**config.mk**
```make
export PLATFORM = sky130hd
export DESIGN_NAME = butterworth_lowpass_biquad_cascade_top
export DESIGN_NICKNAME = d
export VERILOG_FILES = /design/src/hw/rtl/bwlp_pkg.sv /design/src/hw/rtl/bwlp_coef_regs.sv /design/src/hw/rtl/bwlp_serial_mul.sv /design/src/hw/rtl/butterworth_lowpass_biquad_cascade_top.sv
export VERILOG_INCLUDE_DIRS = /design/src /design/src/hw/rtl
export SDC_FILE = /design/constraint.sdc
export NUM_CORES = 2
export LEC_CHECK = 0
export BUFFER_PORTS_ARGS = -buffer_cell sky130_fd_sc_hd__clkbuf_2
export CORE_MARGIN = 2
export CORE_UTILIZATION = 35
export DETAILED_ROUTE_END_ITERATION = 8
export PLACE_DENSITY = 0.51
export SLEW_MARGIN = 20
export SYNTH_ARGS = -nofsm -noshare
export SYNTH_HDL_FRONTEND = slang
export SYNTH_HIERARCHICAL = 1
export SYNTH_SLANG_ARGS = --single-unit
```
**constraint.sdc**
```tcl
create_clock -name aclk -period 11.8 [get_ports aclk]
set_input_delay 2.36 -clock aclk [delete_from_list [all_inputs] [get_ports aclk]]
set_output_delay 2.36 -clock aclk [all_outputs]
set_load 0.01 [all_outputs]
```
**src/hw/rtl/butterworth_lowpass_biquad_cascade_top_assert.svh**
```systemverilog
// Assertion macros for the biquad cascade RTL.
`ifndef BUTTERWORTH_LOWPASS_BIQUAD_CASCADE_TOP_ASSERT_SVH
`define BUTTERWORTH_LOWPASS_BIQUAD_CASCADE_TOP_ASSERT_SVH

`ifndef SYNTHESIS

`define BWLP_ASSERT_CLK(label, clk, rst_n, prop) \
    label: assert property (@(posedge clk) disable iff (!rst_n) prop) \
        else $error("bwlp assertion failed");

`define BWLP_ASSERT(label, prop) `BWLP_ASSERT_CLK(label, aclk, aresetn, prop)

`else

`define BWLP_ASSERT_CLK(label, clk, rst_n, prop)

`define BWLP_ASSERT(label, prop)

`endif

`endif

```
**src/hw/rtl/bwlp_pkg.sv**
```systemverilog
`timescale 1ns / 1ps

package bwlp_pkg;

    localparam int SAMPLE_W   = 16;
    localparam int COEF_W     = 32;
    localparam int ACC_W      = SAMPLE_W + 32;
    localparam int IFRAC      = 29;
    localparam int CFRAC      = COEF_W - 3;
    localparam int DIGIT_W    = 8;
    localparam int NUM_DIGITS = COEF_W / DIGIT_W;
    localparam int CNT_W      = $clog2(NUM_DIGITS);
    localparam int PROD_W     = ACC_W + DIGIT_W + 1;
    localparam int LOW_BITS   = DIGIT_W * (NUM_DIGITS - 1);
    localparam int RSH        = CFRAC - LOW_BITS;
    localparam int SUM_W      = PROD_W - RSH;
    localparam int Q_W        = ACC_W - IFRAC + 1;
    localparam int NUM_REGS   = 6;
    localparam int CFG_IDX_W  = 3;

    localparam logic [CFG_IDX_W-1:0] REG_FIRST_B0  = 3'd0;
    localparam logic [CFG_IDX_W-1:0] REG_FIRST_A1  = 3'd1;
    localparam logic [CFG_IDX_W-1:0] REG_FIRST_A2  = 3'd2;
    localparam logic [CFG_IDX_W-1:0] REG_SECOND_B0 = 3'd3;
    localparam logic [CFG_IDX_W-1:0] REG_SECOND_A1 = 3'd4;
    localparam logic [CFG_IDX_W-1:0] REG_SECOND_A2 = 3'd5;

    typedef logic signed [COEF_W-1:0] coef_t;
    typedef logic signed [ACC_W-1:0]  acc_t;
    typedef logic signed [SUM_W-1:0]  sum_t;

    typedef struct packed {
        coef_t b0;
        coef_t a1;
        coef_t a2;
    } sec_coef_t;

    typedef struct packed {
        logic busy;
        logic done;
    } mul_stat_t;

    function automatic sum_t ext_acc(input acc_t v);
        return {{(SUM_W - ACC_W){v[ACC_W-1]}}, v};
    endfunction

    function automatic acc_t sat_acc(input sum_t v);
        logic fits;
        acc_t lim;
        fits = (&v[SUM_W-1:ACC_W-1]) | ~(|v[SUM_W-1:ACC_W-1]);
        lim  = v[SUM_W-1] ? {1'b1, {(ACC_W - 1){1'b0}}} : {1'b0, {(ACC_W - 1){1'b1}}};
        return fits ? v[ACC_W-1:0] : lim;
    endfunction

endpackage

```
**src/hw/rtl/bwlp_coef_regs.sv**
```systemverilog
`timescale 1ns / 1ps

module bwlp_coef_regs (
    input  logic                                aclk,
    input  logic                                aresetn,
    input  logic                                cfg_valid,
    output logic                                cfg_ready,
    input  logic [bwlp_pkg::CFG_IDX_W-1:0]      cfg_index,
    input  logic [bwlp_pkg::COEF_W-1:0]         cfg_data,
    output bwlp_pkg::sec_coef_t [1:0]           coef
);

    bwlp_pkg::sec_coef_t [1:0] coef_reg;
    bwlp_pkg::sec_coef_t [1:0] coef_next;

    assign cfg_ready = 1'b1;
    assign coef      = coef_reg;

    always_comb begin
        coef_next = coef_reg;
        if (cfg_valid) begin
            unique case (cfg_index)
                bwlp_pkg::REG_FIRST_B0:  coef_next[0].b0 = cfg_data;
                bwlp_pkg::REG_FIRST_A1:  coef_next[0].a1 = cfg_data;
                bwlp_pkg::REG_FIRST_A2:  coef_next[0].a2 = cfg_data;
                bwlp_pkg::REG_SECOND_B0: coef_next[1].b0 = cfg_data;
                bwlp_pkg::REG_SECOND_A1: coef_next[1].a1 = cfg_data;
                bwlp_pkg::REG_SECOND_A2: coef_next[1].a2 = cfg_data;
                default: begin
                end
            endcase
        end
    end

    always_ff @(posedge aclk) begin
        if (!aresetn) begin
            coef_reg <= '0;
        end else begin
            coef_reg <= coef_next;
        end
    end

endmodule

```
**src/hw/rtl/bwlp_serial_mul.sv**
```systemverilog
`timescale 1ns / 1ps

`include "butterworth_lowpass_biquad_cascade_top_assert.svh"

module bwlp_serial_mul (
    input  logic                 aclk,
    input  logic                 aresetn,
    input  logic                 start,
    input  bwlp_pkg::coef_t      coef,
    input  bwlp_pkg::acc_t       opnd,
    output bwlp_pkg::mul_stat_t  stat,
    output bwlp_pkg::acc_t       result
);

    localparam logic [bwlp_pkg::CNT_W-1:0] LAST_DIGIT = bwlp_pkg::CNT_W'(bwlp_pkg::NUM_DIGITS - 1);

    logic                               busy_reg, busy_next;
    logic                               round_reg, round_next;
    logic                               done_reg, done_next;
    logic [bwlp_pkg::CNT_W-1:0]         cnt_reg, cnt_next;
    logic [bwlp_pkg::COEF_W-1:0]        coef_sh_reg, coef_sh_next;
    bwlp_pkg::acc_t                     opnd_reg, opnd_next;
    logic signed [bwlp_pkg::PROD_W-1:0] acc_reg, acc_next;
    bwlp_pkg::acc_t                     result_reg, result_next;

    logic                               last_digit;
    logic [bwlp_pkg::DIGIT_W-1:0]       digit;
    logic signed [bwlp_pkg::DIGIT_W:0]  digit_s;
    logic signed [bwlp_pkg::PROD_W-1:0] pp;
    logic signed [bwlp_pkg::PROD_W-1:0] sum;
    bwlp_pkg::sum_t                     rounded;

    assign last_digit = (cnt_reg == LAST_DIGIT);
    assign digit      = coef_sh_reg[bwlp_pkg::DIGIT_W-1:0];
    assign digit_s    = last_digit ? {digit[bwlp_pkg::DIGIT_W-1], digit} : {1'b0, digit};
    assign pp         = opnd_reg * digit_s;
    assign sum        = acc_reg + pp;
    assign rounded    = acc_reg[bwlp_pkg::PROD_W-1:bwlp_pkg::RSH]
                      + bwlp_pkg::SUM_W'(acc_reg[bwlp_pkg::RSH-1]);

    assign stat.busy = busy_reg;
    assign stat.done = done_reg;
    assign result    = result_reg;

    always_comb begin
        busy_next    = busy_reg;
        round_next   = round_reg;
        done_next    = 1'b0;
        cnt_next     = cnt_reg;
        coef_sh_next = coef_sh_reg;
        opnd_next    = opnd_reg;
        acc_next     = acc_reg;
        result_next  = result_reg;
        if (start) begin
            busy_next    = 1'b1;
            round_next   = 1'b0;
            cnt_next     = '0;
            coef_sh_next = coef;
            opnd_next    = opnd;
            acc_next     = '0;
        end else if (busy_reg && round_reg) begin
            // drop the fraction with round half up, then clamp to the accumulator width
            result_next = bwlp_pkg::sat_acc(rounded);
            done_next   = 1'b1;
            busy_next   = 1'b0;
            round_next  = 1'b0;
        end else if (busy_reg) begin
            if (last_digit) begin
                acc_next   = sum;
                round_next = 1'b1;
            end else begin
                acc_next     = sum >>> bwlp_pkg::DIGIT_W;
                coef_sh_next = coef_sh_reg >> bwlp_pkg::DIGIT_W;
                cnt_next     = cnt_reg + 1'b1;
            end
        end
    end

    always_ff @(posedge aclk) begin
        if (!aresetn) begin
            busy_reg  <= 1'b0;
            round_reg <= 1'b0;
            done_reg  <= 1'b0;
            cnt_reg   <= '0;
        end else begin
            busy_reg  <= busy_next;
            round_reg <= round_next;
            done_reg  <= done_next;
            cnt_reg   <= cnt_next;
        end
    end

    always_ff @(posedge aclk) begin
        coef_sh_reg <= coef_sh_next;
        opnd_reg    <= opnd_next;
        acc_reg     <= acc_next;
        result_reg  <= result_next;
    end

    `BWLP_ASSERT(a_start_when_idle, start |-> !busy_reg)
    `BWLP_ASSERT(a_done_after_round, done_reg |-> $past(round_reg))
    `BWLP_ASSERT(a_last_digit_rounds,
        (busy_reg && !round_reg && !start && last_digit) |=> (round_reg && busy_reg))

endmodule

```
**src/hw/rtl/butterworth_lowpass_biquad_cascade_top.sv**
```systemverilog
`timescale 1ns / 1ps

`include "butterworth_lowpass_biquad_cascade_top_assert.svh"

// Fourth-order low-pass IIR: two transposed direct-form II biquads in series.
// Input stream s_*: one signed 16-bit sample per transaction.
// Output stream m_*: one filtered sample per input, rounded and saturated to
// 16 bits, with a clip flag in m_tuser.
// Config channel cfg_*: write coefficient register cfg_index (0..5 =
// first b0, a1, a2, second b0, a1, a2; Q3.29); indexes 6 and 7 are ignored.
// cfg_ready is always high. Write coefficients only while the filter is idle.
// All six products run through one shared digit-serial multiplier that takes
// 8 coefficient bits per cycle: four digit steps, then a rounding step and a
// hand-off step per product. A new sample is taken only in the idle state,
// after the previous one has passed all six products and reached the output
// register.
// The output register frees the input side: the next sample is accepted while
// a result still waits. If the receiver stalls longer, the next result is held
// until m_tready rises, and input is held off in the meantime.
// Reset (aresetn low, synchronous) clears the coefficients, the four delay
// registers and the output valid.
module butterworth_lowpass_biquad_cascade_top (
    input  logic                              aclk,
    input  logic                              aresetn,
    input  logic                              s_tvalid,
    output logic                              s_tready,
    input  logic [15:0]                       s_tdata,   // [15:0] sample
    output logic                              m_tvalid,
    input  logic                              m_tready,
    output logic [15:0]                       m_tdata,   // [15:0] filtered
    output logic [0:0]                        m_tuser,   // [0] clipped
    input  logic                              cfg_valid,
    output logic                              cfg_ready,
    input  logic [bwlp_pkg::CFG_IDX_W-1:0]    cfg_index,
    input  logic [bwlp_pkg::COEF_W-1:0]       cfg_data
);

    localparam logic [2:0] ST_IDLE = 3'd0;
    localparam logic [2:0] ST_MB0  = 3'd1;
    localparam logic [2:0] ST_MA1  = 3'd2;
    localparam logic [2:0] ST_MA2  = 3'd3;
    localparam logic [2:0] ST_OUT  = 3'd4;

    localparam int PAD_W = bwlp_pkg::ACC_W - bwlp_pkg::SAMPLE_W - bwlp_pkg::IFRAC;

    bwlp_pkg::sec_coef_t [1:0] coef;
    bwlp_pkg::mul_stat_t       mul_stat;
    bwlp_pkg::acc_t            mul_result;
    logic                      mul_start;
    bwlp_pkg::coef_t           mul_coef;
    bwlp_pkg::acc_t            mul_opnd;

    logic [2:0]                state_reg, state_next;
    logic                      sec_reg, sec_next;
    bwlp_pkg::acc_t            bx_reg, bx_next;
    bwlp_pkg::acc_t            y_reg, y_next;
    bwlp_pkg::acc_t            m1_reg, m1_next;
    bwlp_pkg::acc_t            d1_reg [2];
    bwlp_pkg::acc_t            d1_next [2];
    bwlp_pkg::acc_t            d2_reg [2];
    bwlp_pkg::acc_t            d2_next [2];
    logic                      m_tvalid_reg, m_tvalid_next;
    logic [15:0]               m_tdata_reg, m_tdata_next;
    logic                      m_tuser_reg, m_tuser_next;

    bwlp_pkg::acc_t            x_in;
    logic signed [bwlp_pkg::Q_W-1:0] q;
    logic                      q_fits;
    logic                      s_accept;

    bwlp_coef_regs u_coef_regs (
        .aclk      (aclk),
        .aresetn   (aresetn),
        .cfg_valid (cfg_valid),
        .cfg_ready (cfg_ready),
        .cfg_index (cfg_index),
        .cfg_data  (cfg_data),
        .coef      (coef)
    );

    bwlp_serial_mul u_serial_mul (
        .aclk    (aclk),
        .aresetn (aresetn),
        .start   (mul_start),
        .coef    (mul_coef),
        .opnd    (mul_opnd),
        .stat    (mul_stat),
        .result  (mul_result)
    );

    assign s_tready = (state_reg == ST_IDLE);
    assign s_accept = s_tvalid && s_tready;
    assign m_tvalid = m_tvalid_reg;
    assign m_tdata  = m_tdata_reg;
    assign m_tuser  = m_tuser_reg;

    assign x_in   = {{PAD_W{s_tdata[15]}}, s_tdata, {bwlp_pkg::IFRAC{1'b0}}};
    assign q      = {y_reg[bwlp_pkg::ACC_W-1], y_reg[bwlp_pkg::ACC_W-1:bwlp_pkg::IFRAC]}
                  + bwlp_pkg::Q_W'(y_reg[bwlp_pkg::IFRAC-1]);
    assign q_fits = (&q[bwlp_pkg::Q_W-1:bwlp_pkg::SAMPLE_W-1])
                  | ~(|q[bwlp_pkg::Q_W-1:bwlp_pkg::SAMPLE_W-1]);

    always_comb begin
        state_next    = state_reg;
        sec_next      = sec_reg;
        bx_next       = bx_reg;
        y_next        = y_reg;
        m1_next       = m1_reg;
        d1_next       = d1_reg;
        d2_next       = d2_reg;
        m_tvalid_next = m_tvalid_reg;
        m_tdata_next  = m_tdata_reg;
        m_tuser_next  = m_tuser_reg;
        mul_start     = 1'b0;
        mul_coef      = coef[0].b0;
        mul_opnd      = x_in;

        if (m_tvalid_reg && m_tready) begin
            m_tvalid_next = 1'b0;
        end

        unique case (state_reg)
            ST_IDLE: begin
                if (s_accept) begin
                    mul_start  = 1'b1;
                    sec_next   = 1'b0;
                    state_next = ST_MB0;
                end
            end
            ST_MB0: begin
                if (mul_stat.done) begin
                    bx_next    = mul_result;
                    y_next     = bwlp_pkg::sat_acc(bwlp_pkg::ext_acc(mul_result)
                                                 + bwlp_pkg::ext_acc(d1_reg[sec_reg]));
                    mul_start  = 1'b1;
                    mul_coef   = coef[sec_reg].a1;
                    mul_opnd   = y_next;
                    state_next = ST_MA1;
                end
            end
            ST_MA1: begin
                if (mul_stat.done) begin
                    m1_next    = mul_result;
                    mul_start  = 1'b1;
                    mul_coef   = coef[sec_reg].a2;
                    mul_opnd   = y_reg;
                    state_next = ST_MA2;
                end
            end
            ST_MA2: begin
                if (mul_stat.done) begin
                    d1_next[sec_reg] = bwlp_pkg::sat_acc((bwlp_pkg::ext_acc(bx_reg) <<< 1)
                                                       - bwlp_pkg::ext_acc(m1_reg)
                                                       + bwlp_pkg::ext_acc(d2_reg[sec_reg]));
                    d2_next[sec_reg] = bwlp_pkg::sat_acc(bwlp_pkg::ext_acc(bx_reg)
                                                       - bwlp_pkg::ext_acc(mul_result));
                    if (!sec_reg) begin
                        // advance to section two with its input in hand
                        mul_start  = 1'b1;
                        mul_coef   = coef[1].b0;
                        mul_opnd   = y_reg;
                        sec_next   = 1'b1;
                        state_next = ST_MB0;
                    end else begin
                        state_next = ST_OUT;
                    end
                end
            end
            ST_OUT: begin
                if (!m_tvalid_reg || m_tready) begin
                    m_tvalid_next = 1'b1;
                    m_tuser_next  = !q_fits;
                    if (q_fits) begin
                        m_tdata_next = q[15:0];
                    end else begin
                        m_tdata_next = q[bwlp_pkg::Q_W-1] ? 16'h8000 : 16'h7fff;
                    end
                    state_next = ST_IDLE;
                end
            end
            default: begin
                state_next = ST_IDLE;
            end
        endcase
    end

    always_ff @(posedge aclk) begin
        if (!aresetn) begin
            state_reg    <= ST_IDLE;
            sec_reg      <= 1'b0;
            m_tvalid_reg <= 1'b0;
            d1_reg       <= '{default: '0};
            d2_reg       <= '{default: '0};
        end else begin
            state_reg    <= state_next;
            sec_reg      <= sec_next;
            m_tvalid_reg <= m_tvalid_next;
            d1_reg       <= d1_next;
            d2_reg       <= d2_next;
        end
    end

    always_ff @(posedge aclk) begin
        bx_reg      <= bx_next;
        y_reg       <= y_next;
        m1_reg      <= m1_next;
        m_tdata_reg <= m_tdata_next;
        m_tuser_reg <= m_tuser_next;
    end

    `BWLP_ASSERT(a_accept_starts_mul,
        s_accept |=> (state_reg == ST_MB0 && !sec_reg && mul_stat.busy))
    `BWLP_ASSERT(a_done_in_wait_state,
        mul_stat.done |-> (state_reg == ST_MB0 || state_reg == ST_MA1 || state_reg == ST_MA2))
    `BWLP_ASSERT(a_out_waits_on_stall,
        (state_reg == ST_OUT && m_tvalid_reg && !m_tready) |=> (state_reg == ST_OUT))

endmodule
```
; ---- After elaboration in Yosys (flattened, before gate mapping)
; Cells that the tools add are included.
[totals]
regBits = 740
inputBits = 56
out_inout_bits = 20
wordCells = 171
[classes]
addsub = 8
mul = 1
magnitude_cmp = 3
eq_ne = 17
mux = 59
bitwise = 15
n_reduce_logical = 42
[ops]
columns = cell, n
row1 = 2-to-1 mux 48 bit, 19
row2 = 2-to-1 mux 32 bit, 8
row3 = bitwise mux 96 bit, 2
row4 = case mux 48 bit (3 select lines), 1
row5 = 2-to-1 mux 64 bit, 2
row6 = case mux 32 bit (3 select lines), 1
row7 = adder 57 bit, 1
row8 = multiplier 48 x 9 -> 57 bit, 1
row9 = 2-to-1 mux 56 bit, 1
row10 = adder 52 x 1 -> 52 bit, 1
row11 = adder 50 x 48 -> 51 bit, 1
row12 = subtractor 49 x 48 -> 50 bit, 1
row13 = adder 48 x 48 -> 49 bit, 1
row14 = subtractor 48 x 48 -> 49 bit, 1
row15 = demux 48 bit (select 1 bit), 1
row16 = 2-to-1 mux 16 bit, 2
row17 = AND reduction 5 bit, 6
row18 = AND reduction 2 bit, 13
row19 = OR reduction 5 bit, 5
row20 = adder 19 x 1 -> 20 bit, 1
row21 = 2-to-1 mux 3 bit, 6
row22 = case mux 3 bit (5 select lines), 1
row23 = == test 3 x 2 -> 1 bit (second input constant), 4
row24 = 2-to-1 mux 1 bit, 12
row25 = 23 further kinds, 53

; ---- Longest topological paths before layout
[logic_depth]
word_depth = 11
ltp_mapped = 26
mapped_depth_nobuf = 23

; ---- Cells and area by module
; Netlist, hierarchy kept.
[modules_own_cells]
columns = mod, instances, cells_each, area_per_inst_um2, seq_area_each_um2
row1 = butterworth_lowpass_biquad_cascade_top, 1, 2987, 26580.5, 8778.4
row2 = bwlp_serial_mul, 1, 2631, 24651.1, 5084.9
row3 = bwlp_coef_regs, 1, 663, 6977.9, 3843.7

; ---- Worst setup path after synthesis
; No wires, ideal clock.
[synth_timing]
kind = register to register
startpoint = register u_serial_mul.done_reg
endpoint = register u_serial_mul/coef_sh_reg[0] in the netlist's numbering, enable pin
setup_ns = 0.466
arrival_ns = 8.232
t_required_ns = 11.334
path_slack_ns = 3.102
stages_incl_launch_ff = 13
n_path_buf = 6
period_less_slack_ns = 8.698
path_cell_list = dfxtp_1 -> buf_4 -> clkbuf_1 -> inv_1 -> nor3_1 -> or2_2 -> clkbuf_1 -> buf_1 -> clkbuf_1 -> nand3b_1 -> inv_1 -> clkbuf_1 -> o21ai_0
[synth_via]
elab_chain_cells = 4
word_cells_on_any_way = 7
cone_classes = 2 x eq/ne / 3 x mux / 2 x reduce/logical
[synth_rtl]
columns = item, line_no
row1 = start: declaration, bwlp_serial_mul.sv:19  ; logic done_reg, done_next;
row2 = start signal: assignment, bwlp_serial_mul.sv:88  ; done_reg <= done_next;
row3 = 2-to-1 mux 1 bit (on tied branches), "butterworth_lowpass_biquad_cascade_top.sv:151, butterworth_lowpass_biquad_cascade_top.sv:131, butterworth_lowpass_biquad_cascade_top.sv:142"
row4 = case mux 1 bit (3 select lines) *, butterworth_lowpass_biquad_cascade_top.sv:122  ; unique case (state_reg)
row5 = named net mul_start, butterworth_lowpass_biquad_cascade_top.sv:49  ; logic mul_start;
row6 = inequality test 2 bit (no line) or nonzero test 2 bit (tied branches), --
row7 = AND reduction 3 bit (no line) *, --
row8 = end signal: assignment, bwlp_serial_mul.sv:94  ; coef_sh_reg <= coef_sh_next;
row9 = end: declaration, bwlp_serial_mul.sv:21  ; logic [bwlp_pkg::COEF_W-1:0] coef_sh_reg, coef_sh_next;
; The timed path passes the listed nets; every way through them passes the cells marked *.
; A chain may end at the register's enable or synchronous reset.

; ---- Worst setup path after layout
[layout_timing]
startpoint = register u_serial_mul/coef_sh_reg[7] in the netlist's numbering
endpoint = register u_serial_mul/acc_reg[51] in the netlist's numbering
[layout_via]
elab_chain_cells = 4
[layout_rtl]
columns = item, line_no
row1 = 2-to-1 mux 9 bit, bwlp_serial_mul.sv:35  ; assign digit_s = last_digit ? {digit[bwlp_pkg::DIGIT_W-1], digit} : {1'b0, digit};
row2 = multiplier 48 x 9 -> 57 bit, bwlp_serial_mul.sv:36  ; assign pp = opnd_reg * digit_s;
row3 = adder 57 bit, bwlp_serial_mul.sv:37  ; assign sum = acc_reg + pp;
row4 = 2-to-1 mux 56 bit, bwlp_serial_mul.sv:68  ; if (last_digit) begin
row5 = end signal: assignment, bwlp_serial_mul.sv:96  ; acc_reg <= acc_next;
row6 = end: declaration, bwlp_serial_mul.sv:23  ; logic signed [bwlp_pkg::PROD_W-1:0] acc_reg, acc_next;
; Every way passes these cells.

==> impl_metrics.json <==
{
  "io_buffers": 74,
  "layout_commonest_cell": "inv_1",
  "cp_slowest_cell": "fa_1",
  "outcome": "finished clean",
  "detail_route.wl_per_cell_um": 20.35,
  "p_int_mw": 7.784,
  "antenna_found_initial": 5,
  "path_clk_slew_ns": 0.06,
  "seq_power_share_pct": 20.8,
  "cpPeakStageDelay_ns": 0.50,
  "syn_nets": 7077,
  "cts_buffers": 89,
  "viasPerCell": 5.301,
  "cp.required_ns": 12.38,
  "final_max_slew_viol_count": 0,
  "dieWidth_um": 411.8,
  "totalWireLength_um": 171100,
  "finalCritPeriodShare_pct": 58.99,
  "p_switching_mw": 6.959,
  "rsz0062_at_grt": "no",
  "cpMostUsedCell": "fa_1",
  "first_global_vias": 45212,
  "critPathBufInv": 6,
  "gpl.final_weighted_congestion": 0.9089,
  "comb_power_share_pct": 60.3,
  "crit_family": "adder cells",
  "finalClockSkew_ns": 0.03348,
  "fp.dieArea_sq_um": 169600,
  "initialDrtViolationCount": 3027,
  "htreeDepth": 3,
  "core_area_sq_um": 165000,
  "min_path_type": "reg2reg",
  "hold_buffers": 0,
  "worstMarginPinSlew_ns": 1.128,
  "design_area_sq_um": 63110,
  "path_class": "reg2reg",
  "max_slew_margin_pct": 24.64,
  "final_core_util_pct": 38.25,
  "die_h_um": 411.8,
  "power.leakage_nw": 26.82,
  "ctsResizeCount": 0,
  "drt-pass1-iter-count": 6,
  "drc": 0,
  "via_count": 44562,
  "gr-total-overflow": 0,
  "post_cts_buffers": 0,
  "fin_nets": 6938,
  "whs_ns": 0.4577,
  "num_rows": 149,
  "max_freq_ghz": 0.1437,
  "gr-usage-all-layers_pct": 20.00,
  "yosysWarnings": 6,
  "setup_viol": 0,
  "crit_path_max_fanout": 49,
  "avgSynthCellArea_sq_um": 9.268,
  "place_area_sq_um": 60160,
  "ir_drop_v": 0.0002863,
  "mostFrequentLayoutCells": "inv_1, nand2_1, dfxtp_1",
  "p_clk_share_pct": 18.9,
  "max_cap_viol_count": 0,
  "cts_root_buf": "clkbuf_16",
  "power.share.switching_pct": 47.20,
  "detail-route-antenna-nets": 0,
  "critPathLaunchType": "flip-flop",
  "start_util_pct": 35.28,
  "powerDensity_nw_per_um2": 233.6,
  "arrival_ns": 7.54,
  "cts_tree": "yes",
  "clock_latency_ns": 0.72,
  "seqCellArea_sq_um": 17710,
  "cts.sinks": 740,
  "ioPinCount": 76,
  "rrSetupSlack_ns": 4.84,
  "multi_input_area_sq_um": 36100,
  "syn_area_sq_um": 58200,
  "crit_chain": "buf_4 -> nand2_1 -> buf_4 -> nor2_1 -> fa_1 -> inv_1 -> fa_1 -> inv_1 -> fa_1 -> inv_1 -> fa_1 -> fa_1 -> inv_1 -> ha_1 -> and3_1 -> a221o_1 -> a2111oi_2 -> o41ai_1 -> nor3_2 -> a2111o_1 -> a21o_1 -> nand3_1 -> and3_1 -> a22o_1",
  "finalWorstPathRequiredPeriod_ns": 6.961,
  "finalHoldViolCount": 0,
  "n_fill_cell": 16570,
  "area_delta_synth_final_pct": 8.438,
  "grt_max_degree": 99,
  "tns_ns": 0,
  "worst_setup_path_end_kind": "flip-flop",
  "largest_reg_flops": 192,
  "clk_path_buf_depth": 3,
  "dp_hpwl_um": 127300,
  "syn_inst": 6280,
  "drive_gt1_share_pct": 9.059,
  "grt_pass1_wl_um": 267500
}
## worst reg2reg max path: cells and delay by family (launching register included)
family / cells / cell delay, ns
compound gates: 6 / 1.51
fa+ha+maj: 6 / 2.80
buf+inv: 6 / 0.87
flops: 1 / 0.36
simple gates: 6 / 1.33
## path summary, 6_finish.rpt
kind	to	cells after the start	from
setup / recovery	u_serial_mul/acc_reg[51]$_SDFFE_PP0P_	24	u_serial_mul/coef_sh_reg[7]$_DFFE_PP_
hold / removal	u_coef_regs/coef[163]$_SDFFE_PN0P_	2	u_coef_regs/coef[163]$_SDFFE_PN0P_
setup reg to reg	u_serial_mul/acc_reg[51]$_SDFFE_PP0P_	24	u_serial_mul/coef_sh_reg[7]$_DFFE_PP_
hold reg to reg	u_coef_regs/coef[163]$_SDFFE_PN0P_	2	u_coef_regs/coef[163]$_SDFFE_PN0P_
## power by group through the flow
stage	clock network (mW)	logic [mW]	registers, mW
finish	2.79	8.89	3.06
global placement	0	8.83	3.11
CTS	2.87	8.89	3.05
floorplan	0	6.55	2.96
global route	2.95	10.0	3.07
detailed placement	0	8.80	3.11
## final cells by class
cell class,instances,share of cell area [%]
inverters,741,4.411
repair buffers,133,1.304
well taps,2189,4.340
clock inverters,37,0.6165
clock buffers,128,4.050
diodes,3,0.01189
flip-flops and latches,740,28.06
multi-input cells,4436,57.20
## stage by stage
stage          total power [mW]  cells  setup slack (ns)
2_1_floorplan             9.509   6280             3.102
3_3_place_gp              11.94   8239             4.941
3_5_place_dp              11.91   8239             4.875
4_1_cts                   14.81   8404             4.844
5_1_grt                   16.03   8406             4.519
6_report                  14.74   8407             4.839
## metal layers
layer | GRT usage (%) | routed length, um | vias to the layer above
li1 | - | - | 21147
met1 | 28.89 | 82850 | 22227
met2 | 31.49 | 76640 | 978
met3 | 2.310 | 7621 | 210
met4 | 5.393 | 3990 | 0
met5 | 0 | 0 | -
(Power assumes the default switching activity.)
